File: config.mk
export PLATFORM = sky130hd
export DESIGN_NAME = lipt_ctrl
export DESIGN_NICKNAME = d
export VERILOG_FILES = /design/src/lipt_pkg.sv /design/src/lipt_ctrl.sv
export SDC_FILE = /design/constraint.sdc
export NUM_CORES = 1
export LEC_CHECK = 0
export ABC_AREA = 1
export BUFFER_PORTS_ARGS = -buffer_cell sky130_fd_sc_hd__buf_2
export CELL_PAD_IN_SITES_DETAIL_PLACEMENT = 1
export CELL_PAD_IN_SITES_GLOBAL_PLACEMENT = 1
export CORE_AREA = 2 2 39 41
export CTS_CLUSTER_DIAMETER = 150
export DETAILED_ROUTE_END_ITERATION = 8
export DIE_AREA = 0 0 41 43
export PLACE_DENSITY_LB_ADDON = 0.1
export SYNTH_ARGS = -nofsm -noshare
export SYNTH_HDL_FRONTEND = slang
export SYNTH_SLANG_ARGS = --single-unit
export TNS_END_PERCENT = 10
File: constraint.sdc
create_clock -name clk_i -period 1.2 [get_ports clk_i]
set_input_delay 0.12 -clock clk_i [delete_from_list [all_inputs] [get_ports clk_i]]
set_output_delay 0.12 -clock clk_i [all_outputs]
set_load 0.1 [all_outputs]
File: src/lipt_pkg.sv
// shared types and constants of the inverted page table
// no dependencies
package lipt_pkg;

  localparam int PID_W      = 16;
  localparam int ADDR_W     = 32;
  localparam int AGE_W      = 16;
  localparam int PA_W       = 21;
  localparam int FRAME_OUT_W = 9;
  localparam int OUTCOME_W  = 3;
  localparam int FAULT_W    = 32;

  localparam int FRAMES_DEF      = 512;
  localparam int MAX_PROCS_DEF   = 16;
  localparam int OFFSET_BITS_DEF = 12;
  localparam int REF_BITS_DEF    = 16;

  localparam logic [AGE_W-1:0] AGING_RESET = AGE_W'(250);

  // operation codes
  localparam logic OP_ACCESS = 1'b0;
  localparam logic OP_TERM   = 1'b1;

  // result codes
  localparam logic [OUTCOME_W-1:0] OC_HIT     = 3'd0;
  localparam logic [OUTCOME_W-1:0] OC_FILL    = 3'd1;
  localparam logic [OUTCOME_W-1:0] OC_CLEAN   = 3'd2;
  localparam logic [OUTCOME_W-1:0] OC_DIRTY   = 3'd3;
  localparam logic [OUTCOME_W-1:0] OC_REFUSED = 3'd4;
  localparam logic [OUTCOME_W-1:0] OC_TERM    = 3'd5;

  typedef struct packed {
    logic              op;
    logic [PID_W-1:0]  pid;
    logic [ADDR_W-1:0] address;
    logic              write;
  } lipt_in_t;

  typedef struct packed {
    logic [PA_W-1:0]        phys_addr;
    logic [FRAME_OUT_W-1:0] frame;
    logic [OUTCOME_W-1:0]   outcome;
    logic [FAULT_W-1:0]     clean_faults;
    logic [FAULT_W-1:0]     dirty_faults;
  } lipt_out_t;

  // controller to datapath
  typedef struct packed {
    logic clear;
    logic load;
    logic rd;
    logic finish;
  } lipt_cmd_t;

  // datapath to controller
  typedef struct packed {
    logic idx_last;
    logic out_free;
  } lipt_sts_t;

endpackage

File: src/lipt_ctrl.sv
// sequencer of the inverted page table: clearing pass, scan, finish
// depends on lipt_pkg
module lipt_ctrl import lipt_pkg::*; (
  input  logic      clk_i,
  input  logic      rst_ni,
  input  logic      in_valid_i,
  output logic      in_ready_o,
  input  lipt_sts_t sts_i,
  output lipt_cmd_t cmd_o
);

  typedef enum logic [2:0] {
    ST_CLEAR,
    ST_IDLE,
    ST_SCAN,
    ST_DRAIN,
    ST_FINISH
  } state_e;

  state_e state_q, state_d;

  // next state and commands
  always_comb begin
    state_d    = state_q;
    cmd_o      = '0;
    in_ready_o = 1'b0;
    unique case (state_q)
      ST_CLEAR: begin
        cmd_o.clear = 1'b1;
        if (sts_i.idx_last) state_d = ST_IDLE;
      end
      ST_IDLE: begin
        in_ready_o = 1'b1;
        if (in_valid_i) begin
          cmd_o.load = 1'b1;
          state_d    = ST_SCAN;
        end
      end
      ST_SCAN: begin
        cmd_o.rd = 1'b1;
        if (sts_i.idx_last) state_d = ST_DRAIN;
      end
      ST_DRAIN: begin
        state_d = ST_FINISH;
      end
      ST_FINISH: begin
        if (sts_i.out_free) begin
          cmd_o.finish = 1'b1;
          state_d      = ST_IDLE;
        end
      end
      default: state_d = ST_IDLE;
    endcase
  end

  // state register
  always_ff @(posedge clk_i or negedge rst_ni) begin
    if (!rst_ni) begin
      state_q <= ST_CLEAR;
    end else begin
      state_q <= state_d;
    end
  end

endmodule

-- Word-level counts from Yosys, hierarchy flattened
Cells that the tools add are included.
- flip-flop bits (word level): 3
- output and inout bits: 5
- logic and storage cells: 23
- reduce and logical (&&, ||, !) cells: 2
- multiplexer cells: 12
- eq/ne operators: 8
- operators by type and width (cell ; count):
    $pmux 3 s5 ; 1
    $mux 3 ; 4
    $ne 2x2->1 const B ; 4
    $mux 1 ; 7
    $eq 3x2->1 const B ; 2
    $reduce_and 4->1 ; 1
    $eq 3x1->1 const B ; 1
    $eq 3x3->1 const B ; 1
    $logic_not 3->1 ; 1

-- Longest topological paths before layout
- depth in word-level cells: 3
- mapped depth: 6

-- Worst setup path after synthesis
No wires, ideal clock.
- path type: reg-to-output
- start: register state_q[2]
- end: output cmd_o[3] (netlist bit)
- arrival time: 2.514 ns
- cell stages (with the launch flop): 2
- path buffers: 0
- path slack: -1.434 ns
- data required time: 1.080 ns
- cell sequence: dfrtp_1 nor3_1
- RTL lines (item ; RTL line ; RTL):
    from (decl) ; lipt_ctrl.sv:20 ; state_e state_q, state_d;
    from (signal assigned) ; lipt_ctrl.sv:61 ; state_q <= state_d;
    to (decl) ; lipt_ctrl.sv:9 ; output lipt_cmd_t cmd_o

==> metrics list <==
- The endpoint identified for the worst register-to-register timing path is state_q[1].
* CP Max Fanout: 4
- The worst hold path was traced through 4 stages.
* Destination of the worst hold path: state_q[1]
* Growth of design area from synthesis to finish: 134.8%
* Initial cell density of the core: 0.1456
- Synthesis inferred 3 register bits.
* Worst Path Class, Setup: reg -> out
* Post-synth net total: 35
- The number of global-route vias before repair was 243.
- Based on the critical path, the design can be clocked at up to 0.7475 GHz.
- The largest registers in the layout are state_q: 3 flops.
- Overall overflow remaining after global route: 0
- For this run, the total global-route usage over all layers was measured as 0.09256.
* Avg Vias per Cell: 3.891
- Kind of path behind the tightest hold check: in -> reg
- Startpoint of the worst-slack reg-to-reg timing path: state_q[2]
* Number of remaining DRC errors: 0
* Maximum number of pins on one net before global-route repair: 5
* Antenna violations before repair: 0
- In the finished design, the share of the clock period the worst path needs comes to 1.115.
- H-tree Lvls: 1
* Count of antenna-violating nets left after detailed routing: 0
- Count of max-cap constraint violations: 0
- The final reports fail on negative setup slack.
- Of the synthesized area, sequential elements account for 0.3727.
* Pre-Repair DR Iteration Count: 1
- The worst setup path is captured at an output pin.
- The routed layout has 249 vias.
* Cell count after synthesis: 30
- Antenna fix cells: 0
* Layout cell share with drive strength beyond 1: 0.6875
* RD Place Congestion: 0.7546
* CP startpoint kind: register
- Number of warnings issued by yosys: 0
- Data arrival time at the worst-slack endpoint: 1220 ps
- Final Hold Fails: 0
* Worst Reg2Reg Path Length in Cells: 6
- HPWL Detailed: 463.9 µm
* Data required time of the worst path: 1080 ps
* Global-route wire length before repair: 1.028 mm
* Vertical die dimension: 43 µm
* R2R Setup Slk: 40 ps
- TritonCTS built the clock tree.
* Largest Register: state_q
- The initialized floorplan defines 14 standard-cell rows.
- Total length of routed wires: 615 µm
- Setup violations remaining at the end of the flow were counted as 5.
* Crit path setup slack, layout: -137.7 ps
- Post-layout minimum cycle time: 1338 ps
- Number of distinct library cells after synthesis: 12
- The clock passes through at most 2 buffers.
- Clk Latency, worst-skew pair: 240 ps
- HP Start: sts_i[1]
* Flip-flop count of the largest register, all copies and words added: 3
- In this run the tightest slew margin relative to its limit is 0.8828.
- Setup repair after global routing could not meet its margin everywhere.
* Number of clock buffers inserted by TritonCTS: 3
- Die outline width: 41 µm
* Root Buffer: sky130_fd_sc_hd__clkbuf_4
- Count of port buffers added during placement: 9
- Summed over all failing endpoints, the final setup total negative slack is -510.7 ps.
* Post-detailed-route wirelength per cell: 9.609 µm
- The floorplan step defined a die boundary enclosing 1763 µm².
* Clock-pin slew on the worst setup and hold paths: 40 ps
- At the pin with the least slew margin, the transition time is 175.2 ps.
- In this run, the number of DRC markers left after iteration 0 of detailed routing was 0.
- Pin placement for this block handled 10 I/O pins.
- Final clock skew: 6.793 ps
* Nets@finish: 54
- Dividing the synthesized area by the synthesized cell count gives 6.715 µm².
- Core region area: 1384 µm²
- The mapped netlist covers 201.4 µm².
- The clock net in this run drives a total of 3 sinks.
- The max-slew violation total from the final report came to 0.
* Run status: finished, violations left
* Most frequent cells in the layout: sky130_fd_sc_hd__nand2_1, sky130_fd_sc_hd__buf_12
## critical path: stages, from the launching register on
cell and delay (ps):
sky130_fd_sc_hd__dfrtp_2 460, sky130_fd_sc_hd__nor2_4 150, sky130_fd_sc_hd__nand2_4 80, sky130_fd_sc_hd__nor2_4 100, sky130_fd_sc_hd__buf_12 180
## cell type report
| class | instances | area (µm²) |
|---|---|---|
| inverters | 8 | 37.54 |
| repair buffers | 14 | 160.2 |
| well taps | 16 | 20.02 |
| flip-flops and latches | 3 | 78.83 |
| fillers | 174 | 910.9 |
| clock buffers | 4 | 26.28 |
| multi-input cells | 19 | 150.1 |
## logic make-up (layout without fill, tap and decap cells)
| family | after synthesis | in the layout | synth area share |
|---|---|---|---|
| flops | 3 | 3 | 0.3727 |
| buf+inv | 8 | 26 | 0.1491 |
| compound gates | 1 | 1 | 0.02482 |
| simple gates | 18 | 18 | 0.4534 |
## layer usage
metal	wire length [µm]	share of wire	track usage	vias to the layer above
met2	342	0.56	0.1344	8
met4	22	0.036	0.08000	0
met1	219	0.36	0.09709	112
met3	31	0.050	0.03665	2
met5	0	0	0	-
li1	-	-	-	127
## worst max-delay path by stage
stage               start  cells after the start  slack (ps)       end
6_report       state_q[2]                      4        -140  cmd_o[2]
4_1_cts        state_q[2]                      4        -130  cmd_o[1]
2_1_floorplan  state_q[2]                      1        -170  cmd_o[3]
3_3_place_gp   state_q[2]                      4          60  cmd_o[1]
5_1_grt        state_q[2]                      4        -190  cmd_o[2]
3_5_place_dp   state_q[0]                      5          60  cmd_o[2]
## through the flow
stage               hold slack, ps  setup slack (ps)  utilization  std cells  cell area, µm²
floorplan                   -175.6            -172.6            -         30           236.5
global placement            -86.63             64.21       0.2722         55           376.6
detailed placement          -83.68             57.38       0.2722         55           376.6
CTS                          134.3            -127.4       0.3273         63           452.9
global route                 157.5            -191.1       0.3418         64           473.0
finish                       137.7            -137.7       0.3418         64           473.0
## cell usage after synthesis
master                    count  area share
sky130_fd_sc_hd__inv_1        7        0.13
sky130_fd_sc_hd__nand2_1      7        0.13
sky130_fd_sc_hd__nor2_1       4       0.075
sky130_fd_sc_hd__dfrtp_1      3        0.37
sky130_fd_sc_hd__nand4_1      2       0.062
sky130_fd_sc_hd__inv_2        1       0.019
sky130_fd_sc_hd__nand2_2      1       0.031
sky130_fd_sc_hd__nand3_1      1       0.025
sky130_fd_sc_hd__nand3_2      1       0.050
sky130_fd_sc_hd__nor2_4       1       0.056
sky130_fd_sc_hd__nor3_1       1       0.025
sky130_fd_sc_hd__o21ai_1      1       0.025
## what timing repair did
item                                    CTS  global route
gates cloned                              0             0
resized for setup                         8             2
endpoints found under the setup margin    5             5
pin swaps                                 2             3
setup buffers                             3             1
hold buffers                              1             0
hold endpoints to repair                  3             0
Power is not shown: default switching activity piles up to over one toggle a cycle in this logic, so the estimate is an artifact.
